==> src/rtl/thst_pkg.sv <==
// thst_pkg: shared constants and types for the safe hysteresis thermostat
// no dependencies; used by the interfaces, the config registers, the core and the top level
package thst_pkg;

  // default temperature width, 1/16 degree units
  localparam int TEMP_BITS_DEF = 16;

  // field widths fixed by the item format
  localparam int TIME_W   = 32;
  localparam int PERIOD_W = 16;
  localparam int FAULT_W  = 8;
  localparam int COUNT_W  = 8;
  localparam int BAND_W   = 15;
  localparam int CFG_IDX_W = 3;

  // register indexes on the configuration port
  localparam logic [CFG_IDX_W-1:0] REG_SAMPLE_PERIOD = 3'd0;
  localparam logic [CFG_IDX_W-1:0] REG_MIN_VALID     = 3'd1;
  localparam logic [CFG_IDX_W-1:0] REG_MAX_VALID     = 3'd2;
  localparam logic [CFG_IDX_W-1:0] REG_RECOVERY_TEMP = 3'd3;
  localparam logic [CFG_IDX_W-1:0] REG_RECOVERY_NEED = 3'd4;
  localparam logic [CFG_IDX_W-1:0] REG_HARD_CUTOFF   = 3'd5;
  localparam logic [CFG_IDX_W-1:0] REG_HYST_BAND     = 3'd6;
  localparam logic [CFG_IDX_W-1:0] REG_TARGET        = 3'd7;

  // register reset values
  localparam int RST_SAMPLE_PERIOD = 100;
  localparam int RST_MIN_VALID     = -800;
  localparam int RST_MAX_VALID     = 8000;
  localparam int RST_RECOVERY_TEMP = 800;
  localparam int RST_RECOVERY_NEED = 5;
  localparam int RST_HARD_CUTOFF   = 4000;
  localparam int RST_HYST_BAND     = 80;
  localparam int RST_TARGET        = 3200;

  // shutdown reason codes
  typedef enum logic [1:0] {
    REASON_NONE     = 2'd0,
    REASON_INVALID  = 2'd1,
    REASON_OVERHEAT = 2'd2
  } reason_t;

endpackage

==> src/rtl/thst_in_if.sv <==
// thst_in_if: input channel carrying one temperature sample transaction
// depends on thst_pkg
interface thst_in_if #(
  parameter int TEMP_BITS = thst_pkg::TEMP_BITS_DEF
) ();
  logic                              valid;
  logic                              ready;
  logic [thst_pkg::TIME_W-1:0]       now_ms;
  logic signed [TEMP_BITS-1:0]       sample_temp;
  logic [thst_pkg::FAULT_W-1:0]      sensor_fault;
  logic                              power_on;
  logic                              fault_latched;

  modport source (
    output valid, now_ms, sample_temp, sensor_fault, power_on, fault_latched,
    input  ready
  );
  modport sink (
    input  valid, now_ms, sample_temp, sensor_fault, power_on, fault_latched,
    output ready
  );
endinterface

==> src/rtl/thst_out_if.sv <==
// thst_out_if: result channel carrying one heater control transaction
// depends on thst_pkg
interface thst_out_if #(
  parameter int TEMP_BITS = thst_pkg::TEMP_BITS_DEF
) ();
  logic                              valid;
  logic                              ready;
  logic [1:0]                        shutdown_reason;
  logic                              sample_taken;
  logic                              clear_fault_request;
  logic                              heater_on;
  logic                              sensor_healthy;
  logic signed [TEMP_BITS-1:0]       current_temp;
  logic [thst_pkg::COUNT_W-1:0]      recovery_count;

  modport source (
    output valid, shutdown_reason, sample_taken, clear_fault_request, heater_on,
           sensor_healthy, current_temp, recovery_count,
    input  ready
  );
  modport sink (
    input  valid, shutdown_reason, sample_taken, clear_fault_request, heater_on,
           sensor_healthy, current_temp, recovery_count,
    output ready
  );
endinterface

==> src/rtl/thst_cfg_regs.sv <==
// thst_cfg_regs: configuration register file with plain write port
// depends on thst_pkg
module thst_cfg_regs #(
  parameter int TEMP_BITS = thst_pkg::TEMP_BITS_DEF,
  parameter int CFG_DW    = (TEMP_BITS > thst_pkg::PERIOD_W) ? TEMP_BITS : thst_pkg::PERIOD_W
) (
  input  logic                              clk,
  input  logic                              rst_n,
  input  logic                              cfg_we,
  input  logic [thst_pkg::CFG_IDX_W-1:0]    cfg_index,
  input  logic [CFG_DW-1:0]                 cfg_data,
  output logic [thst_pkg::PERIOD_W-1:0]     sample_period,
  output logic signed [TEMP_BITS-1:0]       min_valid,
  output logic signed [TEMP_BITS-1:0]       max_valid,
  output logic signed [TEMP_BITS-1:0]       recovery_temp,
  output logic [thst_pkg::COUNT_W-1:0]      recovery_need,
  output logic signed [TEMP_BITS-1:0]       hard_cutoff,
  output logic [thst_pkg::BAND_W-1:0]       hyst_band,
  output logic signed [TEMP_BITS-1:0]       target
);

  logic [thst_pkg::PERIOD_W-1:0]  sample_period_r;
  logic signed [TEMP_BITS-1:0]    min_valid_r;
  logic signed [TEMP_BITS-1:0]    max_valid_r;
  logic signed [TEMP_BITS-1:0]    recovery_temp_r;
  logic [thst_pkg::COUNT_W-1:0]   recovery_need_r;
  logic signed [TEMP_BITS-1:0]    hard_cutoff_r;
  logic [thst_pkg::BAND_W-1:0]    hyst_band_r;
  logic signed [TEMP_BITS-1:0]    target_r;

  // register writes, each keeps the low bits of the data word
  always_ff @(posedge clk) begin
    if (!rst_n) begin
      sample_period_r <= thst_pkg::PERIOD_W'(thst_pkg::RST_SAMPLE_PERIOD);
      min_valid_r     <= TEMP_BITS'(thst_pkg::RST_MIN_VALID);
      max_valid_r     <= TEMP_BITS'(thst_pkg::RST_MAX_VALID);
      recovery_temp_r <= TEMP_BITS'(thst_pkg::RST_RECOVERY_TEMP);
      recovery_need_r <= thst_pkg::COUNT_W'(thst_pkg::RST_RECOVERY_NEED);
      hard_cutoff_r   <= TEMP_BITS'(thst_pkg::RST_HARD_CUTOFF);
      hyst_band_r     <= thst_pkg::BAND_W'(thst_pkg::RST_HYST_BAND);
      target_r        <= TEMP_BITS'(thst_pkg::RST_TARGET);
    end else if (cfg_we) begin
      case (cfg_index)
        thst_pkg::REG_SAMPLE_PERIOD: sample_period_r <= cfg_data[thst_pkg::PERIOD_W-1:0];
        thst_pkg::REG_MIN_VALID:     min_valid_r     <= cfg_data[TEMP_BITS-1:0];
        thst_pkg::REG_MAX_VALID:     max_valid_r     <= cfg_data[TEMP_BITS-1:0];
        thst_pkg::REG_RECOVERY_TEMP: recovery_temp_r <= cfg_data[TEMP_BITS-1:0];
        thst_pkg::REG_RECOVERY_NEED: recovery_need_r <= cfg_data[thst_pkg::COUNT_W-1:0];
        thst_pkg::REG_HARD_CUTOFF:   hard_cutoff_r   <= cfg_data[TEMP_BITS-1:0];
        thst_pkg::REG_HYST_BAND:     hyst_band_r     <= cfg_data[thst_pkg::BAND_W-1:0];
        thst_pkg::REG_TARGET:        target_r        <= cfg_data[TEMP_BITS-1:0];
        default: ;
      endcase
    end
  end

  assign sample_period = sample_period_r;
  assign min_valid     = min_valid_r;
  assign max_valid     = max_valid_r;
  assign recovery_temp = recovery_temp_r;
  assign recovery_need = recovery_need_r;
  assign hard_cutoff   = hard_cutoff_r;
  assign hyst_band     = hyst_band_r;
  assign target        = target_r;

endmodule

==> src/rtl/thst_core.sv <==
// thst_core: input register, control decision, thermostat state and result register
// depends on thst_pkg, thst_in_if and thst_out_if
module thst_core #(
  parameter int TEMP_BITS = thst_pkg::TEMP_BITS_DEF
) (
  input  logic                              clk,
  input  logic                              rst_n,
  thst_in_if.sink                           in_ch,
  thst_out_if.source                        out_ch,
  input  logic [thst_pkg::PERIOD_W-1:0]     sample_period,
  input  logic signed [TEMP_BITS-1:0]       min_valid,
  input  logic signed [TEMP_BITS-1:0]       max_valid,
  input  logic signed [TEMP_BITS-1:0]       recovery_temp,
  input  logic [thst_pkg::COUNT_W-1:0]      recovery_need,
  input  logic signed [TEMP_BITS-1:0]       hard_cutoff,
  input  logic [thst_pkg::BAND_W-1:0]       hyst_band,
  input  logic signed [TEMP_BITS-1:0]       target
);

  // width of the heater-on threshold, wide enough that target minus band never wraps
  localparam int LOW_W = ((TEMP_BITS > thst_pkg::BAND_W) ? TEMP_BITS : thst_pkg::BAND_W) + 2;

  // input register
  logic                              in_vld_r;
  logic [thst_pkg::TIME_W-1:0]       now_r;
  logic signed [TEMP_BITS-1:0]       temp_r;
  logic [thst_pkg::FAULT_W-1:0]      fault_r;
  logic                              power_r;
  logic                              latched_r;

  // thermostat state
  logic [thst_pkg::TIME_W-1:0]       last_time_r, last_time_nxt;
  logic [thst_pkg::COUNT_W-1:0]      cnt_r, cnt_nxt;
  logic                              heater_r, heater_nxt;
  logic                              healthy_r, healthy_nxt;
  logic signed [TEMP_BITS-1:0]       last_temp_r, last_temp_nxt;

  // result register
  logic                              out_vld_r;
  thst_pkg::reason_t                 reason_r, reason_nxt;
  logic                              taken_r;
  logic                              clear_r;

  logic                              advance;
  logic                              fire;
  logic [thst_pkg::TIME_W-1:0]       elapsed;
  logic                              due;
  logic                              reading_ok;
  logic                              below_recovery;
  logic                              overheat;
  logic signed [LOW_W-1:0]           on_thresh;

  // handshake: the result register frees when empty or being taken
  assign advance     = !out_vld_r || out_ch.ready;
  assign fire        = in_vld_r && advance;
  assign in_ch.ready = !in_vld_r || advance;

  always_ff @(posedge clk) begin
    if (!rst_n) begin
      in_vld_r <= 1'b0;
    end else if (in_ch.ready) begin
      in_vld_r <= in_ch.valid;
    end
  end

  always_ff @(posedge clk) begin
    if (in_ch.ready && in_ch.valid) begin
      now_r     <= in_ch.now_ms;
      temp_r    <= in_ch.sample_temp;
      fault_r   <= in_ch.sensor_fault;
      power_r   <= in_ch.power_on;
      latched_r <= in_ch.fault_latched;
    end
  end

  // due check on modular time, reading validity and thresholds
  assign elapsed        = now_r - last_time_r;
  assign due            = elapsed >= {{(thst_pkg::TIME_W - thst_pkg::PERIOD_W){1'b0}}, sample_period};
  assign reading_ok     = (fault_r == '0) && (temp_r >= min_valid) && (temp_r <= max_valid);
  assign below_recovery = temp_r < recovery_temp;
  assign overheat       = temp_r >= hard_cutoff;
  assign on_thresh      = LOW_W'(target) - $signed(LOW_W'(hyst_band));

  // next state of the thermostat
  always_comb begin
    last_time_nxt = last_time_r;
    cnt_nxt       = cnt_r;
    heater_nxt    = heater_r;
    healthy_nxt   = healthy_r;
    last_temp_nxt = last_temp_r;
    reason_nxt    = thst_pkg::REASON_NONE;
    if (due) begin
      last_time_nxt = now_r;
      healthy_nxt   = reading_ok;
      if (!reading_ok) begin
        cnt_nxt    = '0;
        heater_nxt = 1'b0;
        reason_nxt = thst_pkg::REASON_INVALID;
      end else begin
        last_temp_nxt = temp_r;
        // saturating count of cool readings
        if (below_recovery) begin
          if (cnt_r < recovery_need) begin
            cnt_nxt = cnt_r + 1'b1;
          end
        end else begin
          cnt_nxt = '0;
        end
        // interlocks first, then hysteresis
        if (overheat) begin
          heater_nxt = 1'b0;
          reason_nxt = thst_pkg::REASON_OVERHEAT;
        end else if (!power_r || latched_r) begin
          heater_nxt = 1'b0;
        end else if (LOW_W'(temp_r) < on_thresh) begin
          heater_nxt = 1'b1;
        end else if (temp_r >= target) begin
          heater_nxt = 1'b0;
        end
      end
    end
  end

  // state update with each processed transaction
  always_ff @(posedge clk) begin
    if (!rst_n) begin
      last_time_r <= '0;
      cnt_r       <= '0;
      heater_r    <= 1'b0;
      healthy_r   <= 1'b0;
      last_temp_r <= '0;
    end else if (fire) begin
      last_time_r <= last_time_nxt;
      cnt_r       <= cnt_nxt;
      heater_r    <= heater_nxt;
      healthy_r   <= healthy_nxt;
      last_temp_r <= last_temp_nxt;
    end
  end

  // result register
  always_ff @(posedge clk) begin
    if (!rst_n) begin
      out_vld_r <= 1'b0;
    end else if (advance) begin
      out_vld_r <= in_vld_r;
    end
  end

  always_ff @(posedge clk) begin
    if (fire) begin
      reason_r <= reason_nxt;
      taken_r  <= due;
      clear_r  <= due && (fault_r != '0);
    end
  end

  assign out_ch.valid               = out_vld_r;
  assign out_ch.shutdown_reason     = reason_r;
  assign out_ch.sample_taken        = taken_r;
  assign out_ch.clear_fault_request = clear_r;
  assign out_ch.heater_on           = heater_r;
  assign out_ch.sensor_healthy      = healthy_r;
  assign out_ch.current_temp        = last_temp_r;
  assign out_ch.recovery_count      = cnt_r;

  // heater only runs after a valid reading
  a_heater_needs_health: assert property (@(posedge clk) disable iff (!rst_n)
    heater_r |-> healthy_r)
    else $error("heater on with unhealthy sensor");

  // an invalid due reading clears the recovery counter and the heater
  a_invalid_clears: assert property (@(posedge clk) disable iff (!rst_n)
    (fire && due && !reading_ok) |=> (cnt_r == '0) && !heater_r)
    else $error("invalid reading did not clear state");

  // a fault clear request always comes with a sensor invalid reason
  a_clear_reason: assert property (@(posedge clk) disable iff (!rst_n)
    (out_vld_r && clear_r) |-> (taken_r && (reason_r == thst_pkg::REASON_INVALID)))
    else $error("clear request without invalid reason");

  // overheat leaves the heater off
  a_overheat_off: assert property (@(posedge clk) disable iff (!rst_n)
    (out_vld_r && (reason_r == thst_pkg::REASON_OVERHEAT)) |-> !heater_r)
    else $error("heater on after overheat");

endmodule

==> src/rtl/safe_hysteresis_thermostat_top.sv <==
// safe_hysteresis_thermostat_top: top level of the hysteresis thermostat with interlocks
// depends on thst_pkg, thst_in_if, thst_out_if, thst_cfg_regs and thst_core
//
// usage
//   in_ch carries one sample transaction (time, temperature, fault byte, power and
//   latched-fault flags); out_ch returns exactly one control transaction per sample.
//   cfg_we / cfg_index / cfg_data write the eight control registers, one per cycle;
//   the user must write them only while no transaction is in flight (not enforced).
// pipeline and throughput
//   a sample accepted into the input register is decided in one pass of compare
//   logic and shown on out_ch from the result register. one transaction per cycle
//   is sustained while out_ch.ready stays high; the rate is set by the single
//   decision stage between the input register and the result register.
// stalls
//   while out_ch.ready is low the result register holds, one more sample waits in
//   the input register, and in_ch.ready drops only when both are full.
// reset
//   rst_n low clears both channel valid flags, the sample time, the recovery counter,
//   heater, health flag and last temperature, and loads the register defaults.
module safe_hysteresis_thermostat_top #(
  parameter int TEMP_BITS = thst_pkg::TEMP_BITS_DEF,
  parameter int CFG_DW    = (TEMP_BITS > thst_pkg::PERIOD_W) ? TEMP_BITS : thst_pkg::PERIOD_W
) (
  input  logic                              clk,
  input  logic                              rst_n,
  thst_in_if.sink                           in_ch,
  thst_out_if.source                        out_ch,
  input  logic                              cfg_we,
  input  logic [thst_pkg::CFG_IDX_W-1:0]    cfg_index,
  input  logic [CFG_DW-1:0]                 cfg_data
);

  logic [thst_pkg::PERIOD_W-1:0]  sample_period;
  logic signed [TEMP_BITS-1:0]    min_valid;
  logic signed [TEMP_BITS-1:0]    max_valid;
  logic signed [TEMP_BITS-1:0]    recovery_temp;
  logic [thst_pkg::COUNT_W-1:0]   recovery_need;
  logic signed [TEMP_BITS-1:0]    hard_cutoff;
  logic [thst_pkg::BAND_W-1:0]    hyst_band;
  logic signed [TEMP_BITS-1:0]    target;

  // control registers
  thst_cfg_regs #(
    .TEMP_BITS (TEMP_BITS),
    .CFG_DW    (CFG_DW)
  ) u_cfg (
    .clk           (clk),
    .rst_n         (rst_n),
    .cfg_we        (cfg_we),
    .cfg_index     (cfg_index),
    .cfg_data      (cfg_data),
    .sample_period (sample_period),
    .min_valid     (min_valid),
    .max_valid     (max_valid),
    .recovery_temp (recovery_temp),
    .recovery_need (recovery_need),
    .hard_cutoff   (hard_cutoff),
    .hyst_band     (hyst_band),
    .target        (target)
  );

  // decision pipeline and thermostat state
  thst_core #(
    .TEMP_BITS (TEMP_BITS)
  ) u_core (
    .clk           (clk),
    .rst_n         (rst_n),
    .in_ch         (in_ch),
    .out_ch        (out_ch),
    .sample_period (sample_period),
    .min_valid     (min_valid),
    .max_valid     (max_valid),
    .recovery_temp (recovery_temp),
    .recovery_need (recovery_need),
    .hard_cutoff   (hard_cutoff),
    .hyst_band     (hyst_band),
    .target        (target)
  );

endmodule
==> src/flat_wrapper.sv <==
// flat-port wrapper written by rule: the top's interface ports become plain ports
module safe_hysteresis_thermostat_top_flat 
#(
  parameter int TEMP_BITS = thst_pkg::TEMP_BITS_DEF,
  parameter int CFG_DW    = (TEMP_BITS > thst_pkg::PERIOD_W) ? TEMP_BITS : thst_pkg::PERIOD_W
)
  (clk, rst_n, cfg_we, cfg_index, cfg_data, in_ch_valid, in_ch_now_ms, in_ch_sample_temp, in_ch_sensor_fault, in_ch_power_on, in_ch_fault_latched, in_ch_ready, out_ch_valid, out_ch_shutdown_reason, out_ch_sample_taken, out_ch_clear_fault_request, out_ch_heater_on, out_ch_sensor_healthy, out_ch_current_temp, out_ch_recovery_count, out_ch_ready);
  thst_in_if #(.TEMP_BITS(TEMP_BITS)) in_ch_i ();
  thst_out_if #(.TEMP_BITS(TEMP_BITS)) out_ch_i ();
  input  logic clk;
  input  logic rst_n;
  input  logic cfg_we;
  input  logic [thst_pkg::CFG_IDX_W-1:0] cfg_index;
  input  logic [CFG_DW-1:0] cfg_data;
  input wire logic [$bits(in_ch_i.valid)-1:0] in_ch_valid;
  input wire logic [$bits(in_ch_i.now_ms)-1:0] in_ch_now_ms;
  input wire logic [$bits(in_ch_i.sample_temp)-1:0] in_ch_sample_temp;
  input wire logic [$bits(in_ch_i.sensor_fault)-1:0] in_ch_sensor_fault;
  input wire logic [$bits(in_ch_i.power_on)-1:0] in_ch_power_on;
  input wire logic [$bits(in_ch_i.fault_latched)-1:0] in_ch_fault_latched;
  output wire logic [$bits(in_ch_i.ready)-1:0] in_ch_ready;
  output wire logic [$bits(out_ch_i.valid)-1:0] out_ch_valid;
  output wire logic [$bits(out_ch_i.shutdown_reason)-1:0] out_ch_shutdown_reason;
  output wire logic [$bits(out_ch_i.sample_taken)-1:0] out_ch_sample_taken;
  output wire logic [$bits(out_ch_i.clear_fault_request)-1:0] out_ch_clear_fault_request;
  output wire logic [$bits(out_ch_i.heater_on)-1:0] out_ch_heater_on;
  output wire logic [$bits(out_ch_i.sensor_healthy)-1:0] out_ch_sensor_healthy;
  output wire logic [$bits(out_ch_i.current_temp)-1:0] out_ch_current_temp;
  output wire logic [$bits(out_ch_i.recovery_count)-1:0] out_ch_recovery_count;
  input wire logic [$bits(out_ch_i.ready)-1:0] out_ch_ready;
  assign in_ch_i.valid = in_ch_valid;
  assign in_ch_i.now_ms = in_ch_now_ms;
  assign in_ch_i.sample_temp = in_ch_sample_temp;
  assign in_ch_i.sensor_fault = in_ch_sensor_fault;
  assign in_ch_i.power_on = in_ch_power_on;
  assign in_ch_i.fault_latched = in_ch_fault_latched;
  assign in_ch_ready = in_ch_i.ready;
  assign out_ch_valid = out_ch_i.valid;
  assign out_ch_shutdown_reason = out_ch_i.shutdown_reason;
  assign out_ch_sample_taken = out_ch_i.sample_taken;
  assign out_ch_clear_fault_request = out_ch_i.clear_fault_request;
  assign out_ch_heater_on = out_ch_i.heater_on;
  assign out_ch_sensor_healthy = out_ch_i.sensor_healthy;
  assign out_ch_current_temp = out_ch_i.current_temp;
  assign out_ch_recovery_count = out_ch_i.recovery_count;
  assign out_ch_i.ready = out_ch_ready;
  safe_hysteresis_thermostat_top #(.TEMP_BITS(TEMP_BITS), .CFG_DW(CFG_DW)) u_core (.clk(clk), .rst_n(rst_n), .in_ch(in_ch_i), .out_ch(out_ch_i), .cfg_we(cfg_we), .cfg_index(cfg_index), .cfg_data(cfg_data));
endmodule
==> config.mk <==
export PLATFORM = sky130hd
export DESIGN_NAME = safe_hysteresis_thermostat_top_flat
export DESIGN_NICKNAME = d
export VERILOG_FILES = /design/src/rtl/thst_pkg.sv /design/src/rtl/thst_in_if.sv /design/src/rtl/thst_out_if.sv /design/src/rtl/thst_cfg_regs.sv /design/src/rtl/thst_core.sv /design/src/rtl/safe_hysteresis_thermostat_top.sv /design/src/flat_wrapper.sv
export SDC_FILE = /design/constraint.sdc
export NUM_CORES = 1
export LEC_CHECK = 0
export ABC_AREA = 1
export BUFFER_PORTS_ARGS = -buffer_cell sky130_fd_sc_hd__clkbuf_2
export CORE_ASPECT_RATIO = 0.7
export CORE_UTILIZATION = 47
export CTS_CLUSTER_SIZE = 40
export DETAILED_ROUTE_END_ITERATION = 6
export PLACE_DENSITY = 0.67
export SYNTH_ARGS = -nofsm -noshare
export SYNTH_HDL_FRONTEND = slang
export SYNTH_HIERARCHICAL = 1
export SYNTH_SLANG_ARGS = --single-unit
==> constraint.sdc <==
create_clock -name clk -period 3.31 [get_ports clk]
set_input_delay 0.662 -clock clk [delete_from_list [all_inputs] [get_ports clk]]
set_output_delay 0.662 -clock clk [all_outputs]
set_load 0.005 [all_outputs]
* After elaboration in Yosys (flattened, before gate mapping)
Cells that the tools add are included.
** Operators by class
- Add/sub/neg operators :: 3
- Multipliers :: 0
- Div/mod/pow operators :: 0
- $lt $le $gt $ge :: 8
- Equal/unequal tests :: 9
- Shift operators :: 0
- Muxes and demuxes :: 10
- Bitwise gates (word level) :: 0
- Reductions and logical operators :: 27
** Operator list (count)
- 16-bit greater-or-equal comparator :: 3
- 32-bit by 16-bit greater-or-equal comparator with 1-bit output :: 1
- 32-bit subtractor :: 1
- 8-bit 2-to-1 mux :: 3
- 2-bit AND reduction :: 10
- 16-bit by 17-bit less-than comparator with 1-bit output :: 1
- 16-bit by 16-bit subtractor with 17-bit output :: 1
- 16-bit less-or-equal comparator :: 1
- 16-bit less-than comparator :: 1
- 3-bit equality test, second input constant :: 4
- 3-bit AND reduction :: 3
- 8-bit by 1-bit adder with 8-bit output, second input constant :: 1
- 8-bit logical NOT :: 1
- 8-bit less-than comparator :: 1
- 8-bit nonzero test :: 1
- 3-bit by 2-bit equality test with 1-bit output, second input constant :: 2
- 1-bit 2-to-1 mux :: 6
- 1-bit logical AND :: 5
- 5-bit by 1-bit inequality test with 1-bit output, second input constant :: 1
- 3-bit by 1-bit equality test with 1-bit output, second input constant :: 1
- 1-bit logical NOT :: 3
- 3-bit logical NOT :: 1
- 1-bit logical OR :: 3
- 3-bit by 2-bit inequality test with 1-bit output, second input constant :: 1
- 2-bit 2-to-1 mux :: 1
** Word-level totals
- Flip-flop bits (word level) :: 241
- Latch bits :: 0
- RAM bits :: 0
- Bits in read-only memories :: 0
- Input bits :: 82
- Output and inout bits :: 32
- Logic and storage cells :: 81
- Memories kept :: 0

* Logic depth before layout (Yosys ltp)
Gate-level depths: netlist (run 1).
- Depth in word-level cells :: 6
- Depth in mapped cells :: 29
- Mapped depth without buffers :: 29

* Hierarchy
The synthesis (run 1) kept the hierarchy.
** Modules (own cells, without submodules)
- thst_core :: instances 1, cells an instance 1602, area each 10933.0 um^2, sequential area each 3062.9 um^2
- thst_cfg_regs :: instances 1, cells an instance 645, area each 4541.9 um^2, sequential area each 2382.3 um^2

* Worst setup path after synthesis (run 1)
No wires, ideal clock.
- Path type :: reg-to-reg
- From :: register u_core.u_cfg.hyst_band_r, in the netlist u_core/u_cfg/hyst_band[2]
- To :: register u_core.u_core.heater_r, in the netlist u_core/u_core/out_ch.heater_on
- Setup time :: 0.070 ns
- Arrival :: 3.456 ns
- Required time :: 3.240 ns
- Path slack :: -0.216 ns
- Stages on the path, launching flop included :: 30
- Path buffers :: 0
- Clock period less this slack :: 3.526 ns
- Path through :: dfxtp_1 inv_1 ha_1 nand2_1 o21ai_0 a21oi_1 o21ai_0 a21boi_0 o21ai_0 nand2_1 nand2_1 a21oi_1 xor2_1 ha_1 nand2_1 nor2_1 nand2_1 nor2_1 o21ai_0 nand3_1 nand2_1 nand2_1 inv_1 nor2_1 nand4_1 nand2_1 inv_1 nand2_1 nand2_1 a21oi_1
** On the way
- Word-level cells in the longest chain between the ends :: 6
- Elaborated cells between the ends (all ways) :: 8
- Classes of those cells :: add/sub (1); order compare (1); eq/ne (1); mux (4); reduce/logical (1)
** Ends and longest elaborated chain
- from (decl) :: RTL line thst_cfg_regs.sv:28 : logic [thst_pkg::BAND_W-1:0] hyst_band_r;
- from (signal assigned) :: RTL line thst_cfg_regs.sv:40 : hyst_band_r <= thst_pkg::BAND_W'(thst_pkg::RST_HYST_BAND);
- from (signal assigned) :: RTL line thst_cfg_regs.sv:50 : thst_pkg::REG_HYST_BAND: hyst_band_r <= cfg_data[thst_pkg::BAND_W-1:0];
- 16-bit by 16-bit subtractor with 17-bit output (*) :: RTL line thst_core.sv:82 : assign on_thresh = LOW_W'(target) - $signed(LOW_W'(hyst_band));
- 16-bit by 17-bit less-than comparator with 1-bit output (*) :: RTL line thst_core.sv:115 : end else if (LOW_W'(temp_r) < on_thresh) begin
- 1-bit 2-to-1 mux :: RTL line thst_core.sv:115
- 1-bit 2-to-1 mux :: RTL line thst_core.sv:113 : end else if (!power_r || latched_r) begin
- 1-bit 2-to-1 mux :: RTL line thst_core.sv:110 : if (overheat) begin
- 1-bit 2-to-1 mux :: RTL line thst_core.sv:95 : if (!reading_ok) begin
- to (signal assigned) :: RTL line thst_core.sv:135 : heater_r <= heater_nxt;
- to (decl) :: RTL line thst_core.sv:34 : logic heater_r, heater_nxt;
Mark *: on every way between the ends. The rest lies on a longest branch, timed or not.
A chain may end at the register's enable or synchronous reset.

* Worst setup path in the final report (run 1)
- From :: register u_core/u_core/now_r[11] (netlist name)
- To :: register u_core.u_core.last_temp_r[13], in the netlist u_core/u_core/out_ch.current_temp[13]
** On the way
- Word-level cells in the longest chain between the ends :: 3
** Ends and longest elaborated chain
- from (decl) :: RTL line thst_core.sv:25 : logic [thst_pkg::TIME_W-1:0] now_r;
- from (signal assigned) :: RTL line thst_core.sv:68 : now_r <= in_ch.now_ms;
- 32-bit subtractor :: RTL line thst_core.sv:77 : assign elapsed = now_r - last_time_r;
- 32-bit by 16-bit greater-or-equal comparator with 1-bit output :: RTL line thst_core.sv:78 : assign due = elapsed >= {{(thst_pkg::TIME_W - thst_pkg::PERIOD_W){1'b0}}, sample_period};
- 3-bit AND reduction (no line)
- to (signal assigned) :: RTL line thst_core.sv:137 : last_temp_r <= last_temp_nxt;
- to (decl) :: RTL line thst_core.sv:36 : logic signed [TEMP_BITS-1:0] last_temp_r, last_temp_nxt;
Every way passes these cells.

==> metrics.md, run 1 <==
| Metric | Value |
|---|---|
| Outcome | `finished, violations left` |
| Failing checks | `negative setup slack` |
| Clock buffer depth | `3` |
| Post-cts hold buffer count | `0` |
| Primary FF master, synth | `dfxtp_1` |
| Final wirelength | `45960 µm` |
| CP Class | `reg -> reg` |
| Die area | `between 30000 and 40000 µm²` |
| Startpoint Class | `register` |
| Die Y | `~150 µm` |
| Io pins | `approximately 110` |
| CTS Buf Count | `27` |
| Hold Crit Endpoint | `u_core/u_core/temp_r[2]$_DFFE_PP_` |
| Clock Sinks | `~240` |
| Total grt overflow | `0` |
| Final hold vios | `0` |
| Yosys top cell area share | `23.16%` |
| CP max FO | `8` |
| Worst Tran Pin Value | `~0.90 ns` |
| Port Buffers | `113` |
| Tcrit/Tclk final | `104.8%` |
| Clk slew on worst S/H paths | `about 0.06 ns` |
| Power per Cell Area | `431.0 nW/µm²` |
| Final WS setup | `-0.1576 ns` |
| Worst hold path class | `in -> reg` |
| Clock Skews | `0.02130 ns` |
| Layout area overhead | `21.76%` |
| Most common cell in the netlist | `nand2_1` |
| Peak VDD IR | `between 200 and 300 µV` |
| Syn Inst Count | `~2200` |
| Vias in the first global route | `around 14000` |
| Fillers | `approximately 3000` |
| Worst path required time | `about 3.8 ns` |
| CP arrival | `slightly below 4 ns` |
| Reg2Reg Depth | `27` |
| Core area | `32340 µm²` |
| Share of layout cells above drive strength 1 | `around 18%` |
| Std-Cell Rows | `55` |
| Finished Layout Cells | `2911` |
| Seq cells post-synth | `241` |
| Storage element area | `approximately 5500 µm²` |
| Hold_sp | `in_ch_sample_temp[2]` |
| Ys Warns | `6` |
| WP buf/inv | `7` |
| F_max | `between 200 and 300 MHz` |
| Power, Total | `between 8 and 9 mW` |
| Max-Cap Viols | `0` |
| Post-DRT Antenna Nets | `0` |
| Post-synth EDFFs | `between 60 and 70` |
| Post-Syn Area | `approximately 15000 µm²` |
| DRC Markers | `0` |
| Sequential fraction of the synthesis area | `35.19%` |
| DRT Pass-1 Iters | `5` |
| Hold path cells | `1` |
| Most area-consuming cells after synthesis | `dfxtp_1 23%, nand2_1 14%, ha_1 13%` |
| CTS tree | `done` |
| Worst R2R Start | `u_core/u_core/now_r[11]$_DFFE_PP_` |
| Setup tns final | `-5.677 ns` |
| Syn nets | `2496` |
| First-pass GRT wire length | `~72000 µm` |
| # diodes | `0` |
| Post-layout util | `between 50% and 60%` |
| Worst R2R End | `u_core/u_core/out_ch.current_temp[13]$_SDFFE_PN0P_` |
| Cell family with most CP delay | `simple AND/OR/NAND/NOR gates` |
| Nets@finish | `between 2000 and 3000` |
| Most frequent cells after synthesis | `573 x nand2_1, 381 x inv_1, 350 x nor2_1` |
| Max stage delay on crit path | `0.46 ns` |
| Area of the multi-input gates | `8817 µm²` |
| Worst slack at placement | `-0.3140 ns` |
| Gpl congestion | `0.9452` |
| Pleak | `approximately 9.4 nW` |
| CTS root buf | `clkbuf_16` |
| H-tree depth | `1` |
| RSZ-0062 raised after global routing | `yes` |
| Crit path time final | `roughly 3.5 ns` |
| DR vias | `roughly 15000` |
| Total track usage | `27.13%` |
| Drt wl/cell | `between 15 and 20 µm` |
| Asr flop ratio synth | `0%` |
| Die W | `218.9 µm` |
| Post-Place Cells | `between 2000 and 3000` |
| Avg Vias per Cell | `5.078` |
| Reg2reg setup slack | `-0.16 ns` |
| Starting Density | `between 40% and 50%` |
| 1st-iter DRT viols | `between 1000 and 1500` |
| Mean Syn Cell Area | `6.887 µm²` |
| Pin count of the biggest net entering global routing | `between 70 and 80` |
| Worst skew pair latency | `about 0.57 ns` |
| Final HPWL DP | `33820 µm` |
| Crit. End Element | `register` |
| Slew headroom | `between 40 and 50%` |
| CP max stage cell | `edfxtp_1` |
| Cell taking the most area after synthesis | `dfxtp_1` |
| Distinct cells, synth | `between 40 and 50` |
| # setup viols final | `60` |
| Pins Over Slew Limit | `0` |
| Critical Path Most Common Cell | `nand2_1` |
| Antenna violations before repair | `0` |
-- cell families after synthesis --
logic type                 Yosys count  share of synthesized area (%)
xor gates and xnor gates            35                          1.981
adders and majority gates          167                          13.60
buffers and inverters              450                          11.44
AOI/OAI and AO/OA                  176                          6.096
and+or+nand+nor                   1178                          31.69
DFF                                241                          35.19
-- worst max-delay path by stage --
| stage | startpoint | endpoint | cells past startpoint |
|---|---|---|---|
| 2_1_floorplan | u_core/u_cfg/hyst_band[3]$_SDFFE_PN0P_ | u_core/u_core/out_ch.heater_on$_SDFFE_PN0P_ | 28 |
| 3_3_place_gp | u_core/u_cfg/hyst_band[3]$_SDFFE_PN0P_ | u_core/u_core/out_ch.heater_on$_SDFFE_PN0P_ | 28 |
| 3_5_place_dp | u_core/u_cfg/hyst_band[3]$_SDFFE_PN0P_ | u_core/u_core/out_ch.heater_on$_SDFFE_PN0P_ | 28 |
| 4_1_cts | u_core/u_cfg/target[0]$_SDFFE_PN0P_ | u_core/u_core/out_ch.heater_on$_SDFFE_PN0P_ | 27 |
| 5_1_grt | u_core/u_cfg/target[0]$_SDFFE_PN0P_ | u_core/u_core/out_ch.heater_on$_SDFFE_PN0P_ | 26 |
| 6_report | u_core/u_core/now_r[11]$_DFFE_PP_ | u_core/u_core/out_ch.current_temp[13]$_SDFFE_PN0P_ | 27 |
-- stage by stage --
stage	hold WS, ns	instance area (µm²)
after global routing	0.2493	18840
after CTS	0.2510	18490
after global placement	0.4391	17170
final	0.2700	18840
after detailed placement	0.4477	17170
after floorplan	0.4289	15470
-- placed cells by master (no fill, tap or decap), types with 12 or more instances in the layout --
cell type	instances
clkbuf_2	112
nand4_1	35
buf_4	113
inv_2	21
nand3_1	153
nand2_2	28
nand2_1	557
nor2_2	34
edfxtp_1	62
o21ai_0	41
nor2_1	329
clkbuf_16	29
a21oi_2	12
a21oi_1	80
ha_4	18
inv_1	373
xor2_1	26
ha_1	145
dfxtp_1	172
-- state kept, by name, indices dropped and copies added, names as in the netlist, 16 cells and up --
name	cells
u_core/u_cfg/recovery_temp	16
u_core/u_core/last_time_r	32
u_core/u_cfg/target	16
u_core/u_cfg/max_valid	16
u_core/u_core/now_r	32
u_core/u_core/temp_r	16
u_core/u_cfg/sample_period	16
u_core/u_core/out_ch.current_temp	16
u_core/u_cfg/min_valid	16
u_core/u_cfg/hard_cutoff	16
-- per-layer routing --
metal	GRT usage [%]	vias up	routed length (µm)
met5	0	-	0
met4	4.563	0	684
met3	5.045	47	3888
met2	40.14	487	18790
met1	41.08	6775	22590
li1	-	7473	-
-- layout make-up --
| cell class | instances | area share [%] |
|---|---|---|
| clock inverter | 12 | 0.5312 |
| multi-input combinational | 1558 | 46.80 |
| sequential | 241 | 28.95 |
| clock buffer | 37 | 3.838 |
| inverter | 395 | 7.909 |
| timing repair buffer | 241 | 9.144 |
| tap | 427 | 2.836 |
-- where the power goes --
| part | internal [mW] | switching, mW | total [mW] |
|---|---|---|---|
| sequential | 3.16 | 0.109 | 3.27 |
| combinational | 0.816 | 1.15 | 1.97 |
| clock | 1.61 | 1.27 | 2.88 |
| total | 5.58 | 2.54 | 8.12 |
-- worst register-to-register path, stage by stage, from the launching register on --
cell and delay [ns]:
edfxtp_1 0.46, ha_4 0.28, buf_4 0.13, nand2_4 0.08, inv_1 0.04, nand2_1 0.08, nand2_2 0.07, inv_2 0.05
nand2_1 0.05, inv_1 0.06, nand2_2 0.07, xor2_1 0.15, ha_1 0.32, a21oi_2 0.12, nor2_1 0.05, a211oi_1 0.16
nand3_1 0.11, nor2_1 0.10, nand2_1 0.05, nor2_1 0.08, nand2_1 0.08, inv_2 0.11, nand2_4 0.08, buf_12 0.16
nand3_2 0.22, nand2_2 0.08, inv_2 0.06, nor2_2 0.03
-- what timing repair did --
action / CTS / global route
cloned: 3 / 3
gates resized for setup: 74 / 62
pin swaps: 16 / 34
endpoints found under the setup margin: 55 / 62
setup buffers: 10 / 8
(Power assumes the default switching activity.)
==> run 2: changes to the inputs <==
Settings changed: CORE_MARGIN from default to 2.
==> metrics.md, run 2 (same netlist as run 1, synthesis figures left out) <==
| Metric | Value |
|---|---|
| Core area | `32340 µm² (unchanged)` |
| CTS root buf | `clkbuf_16 (unchanged)` |
| CP arrival | `3.96 ns (was 3.92 ns)` |
| Outcome | `finished, violations left (unchanged)` |
| Worst hold path class | `in -> reg (unchanged)` |
| CP max FO | `8 (unchanged)` |
| # diodes | `0 (unchanged)` |
| Worst Tran Pin Value | `0.8771 ns (was 0.8971 ns)` |
| Most frequent cells in the layout | `545 x nand2_1, 373 x inv_1, 327 x nor2_1 (was 557 x nand2_1, 373 x inv_1, 329 x nor2_1)` |
| Clock Sinks | `241 (unchanged)` |
| H-tree depth | `1 (unchanged)` |
| Io pins | `114 (unchanged)` |
| Wire length on met3 | `3950 µm (was 3888 µm)` |
| Die area | `34420 µm² (was 33670 µm²)` |
| Regs by FF count | `u_core/u_core/last_time_r: 32 flops, u_core/u_core/now_r: 32 flops (unchanged)` |
| Drt wl/cell | `16.17 µm (was 15.79 µm)` |
| Tcrit/Tclk final | `105.0% (was 104.8%)` |
| F_max | `287.6 MHz (was 288.4 MHz)` |
| Antenna violations before repair | `0 (unchanged)` |
| Failing checks | `negative setup slack (unchanged)` |
| Layout area overhead | `24.73% (was 21.76%)` |
| Final HPWL DP | `34330 µm (was 33820 µm)` |
| Metal-1 WL | `23250 µm (was 22590 µm)` |
| Pleak | `9.624 nW (was 9.436 nW)` |
| Clk slew on worst S/H paths | `0.07 ns (was 0.06 ns)` |
| Setup tns final | `-4.873 ns (was -5.677 ns)` |
| Std-Cell Rows | `55 (unchanged)` |
| CTS tree | `done (unchanged)` |
| Pin count of the biggest net entering global routing | `57 (was 73)` |
| Share of layout cells above drive strength 1 | `20.34% (was 17.75%)` |
| Final WS setup | `-0.1669 ns (was -0.1576 ns)` |
| DR vias | `15110 (was 14780)` |
| CTS Buf Count | `26 (was 27)` |
| Power per Cell Area | `423.9 nW/µm² (was 431.0 nW/µm²)` |
| 1st-iter DRT viols | `1509 (was 1440)` |
| Worst skew pair latency | `0.55 ns (was 0.57 ns)` |
| Startpoint Class | `register (unchanged)` |
| Highest metal used | `met4 (unchanged)` |
| CP Class | `reg -> reg (unchanged)` |
| Met2 routed WL | `19320 µm (was 18790 µm)` |
| Post-DRT Antenna Nets | `0 (unchanged)` |
| Pins Over Slew Limit | `0 (unchanged)` |
| Total grt overflow | `0 (unchanged)` |
| Crit. End Element | `register (unchanged)` |
| Peak VDD IR | `393.5 µV (was 295.6 µV)` |
| Starting Density | `47.85% (unchanged)` |
| Die Y | `155.8 µm (was 153.8 µm)` |
| Nets@finish | `2733 (was 2713)` |
| Gpl congestion | `0.9196 (was 0.9452)` |
| # setup viols final | `58 (was 60)` |
| DRC Markers | `0 (unchanged)` |
| Total track usage | `26.52% (was 27.13%)` |
| Worst slack at placement | `-0.4466 ns (was -0.3140 ns)` |
| Clock Skews | `0.01177 ns (was 0.02130 ns)` |
| Die W | `220.9 µm (was 218.9 µm)` |
| Slew headroom | `41.46% (was 40.13%)` |
| RSZ-0062 raised after global routing | `yes (unchanged)` |
| First-pass GRT wire length | `73020 µm (was 72210 µm)` |
| Vias in the first global route | `13590 (was 13770)` |
| Avg Vias per Cell | `5.157 (was 5.078)` |
| Post-cts hold buffer count | `0 (unchanged)` |
| Final wirelength | `47380 µm (was 45960 µm)` |
| Power, Total | `8.182 mW (was 8.121 mW)` |
| Crit path time final | `3.477 ns (was 3.468 ns)` |
| Most common cell after layout, fill and taps aside | `nand2_1 (unchanged)` |
| Port Buffers | `113 (unchanged)` |
| DRT Pass-1 Iters | `5 (unchanged)` |
| Final hold vios | `0 (unchanged)` |
| Worst hold slack | `0.2804 ns (was 0.2700 ns)` |
| Clock buffer depth | `3 (unchanged)` |
| Worst path required time | `3.80 ns (was 3.76 ns)` |
| Max-Cap Viols | `0 (unchanged)` |
run 2: cell type report:
cell class | count | area (µm²)
clock inverters | 11 | 57.56
well taps | 427 | 534.3
inverters | 395 | 1493
flip-flops and latches | 241 | 5450
multi-input cells | 1557 | 9072
repair buffers | 263 | 1951
clock buffers | 36 | 744.5
fillers | 2973 | 13040
run 2: through the flow:
stage / utilization [%] / area, µm² / std cells
5_1_grt: 59.68 / 19300 / 2930
6_report: 59.68 / 19300 / 2930
3_5_place_dp: 53.14 / 17190 / 2843
3_3_place_gp: 53.14 / 17190 / 2843
2_1_floorplan: - / 15470 / 2247
4_1_cts: 57.89 / 18720 / 2918
run 2: per-layer routing:
| metal | global-route usage [%] | vias to the layer above |
|---|---|---|
| met5 | 0 | - |
| met4 | 5.369 | 0 |
| met3 | 3.653 | 56 |
| met2 | 39.18 | 542 |
| met1 | 40.85 | 6997 |
| li1 | - | 7516 |
run 2: worst paths after layout:
check / from / end / slack (ns) / cells after the start
setup / recovery: u_core/u_core/now_r[11]$_DFFE_PP_ / u_core/u_core/last_time_r[0]$_SDFFE_PN0P_ / -0.17 / 27
hold / removal: in_ch_now_ms[21] / u_core/u_core/now_r[21]$_DFFE_PP_ / 0.28 / 1
setup reg to reg: u_core/u_core/now_r[11]$_DFFE_PP_ / u_core/u_core/last_time_r[0]$_SDFFE_PN0P_ / -0.17 / 27
hold reg to reg: u_core/u_cfg/hyst_band[4]$_SDFFE_PN1P_ / u_core/u_cfg/hyst_band[4]$_SDFFE_PN1P_ / 0.45 / 2
run 2: timing repair:
action	in CTS	in global routing
gates cloned	4	2
pin swaps	50	51
setup buffers	24	11
gates resized for setup	113	121
setup endpoints to repair	60	62
run 2: worst max-delay path, stage by stage, from the launching register on:
cell	delay, ns
edfxtp_1	0.48
ha_4	0.30
nand2_4	0.09
inv_1	0.04
nand2_1	0.06
nand2_1	0.07
inv_1	0.06
nand2_1	0.08
inv_1	0.08
nand2_2	0.07
xor2_1	0.17
ha_1	0.30
a21oi_2	0.12
nor2_1	0.05
a211oi_2	0.15
nand3_1	0.10
nor2_1	0.10
nand2_1	0.05
nor2_1	0.11
nand2_2	0.08
inv_2	0.08
nand2_4	0.09
nand2_4	0.09
buf_12	0.14
buf_12	0.12
buf_16	0.13
o21ai_0	0.07
nor2_1	0.10
run 2: power breakdown:
part,leakage [nW],switching [mW],internal (mW),total (mW)
clock,0.398,1.24,1.57,2.80
combinational,7.16,1.22,0.885,2.10
sequential,2.06,0.115,3.16,3.27
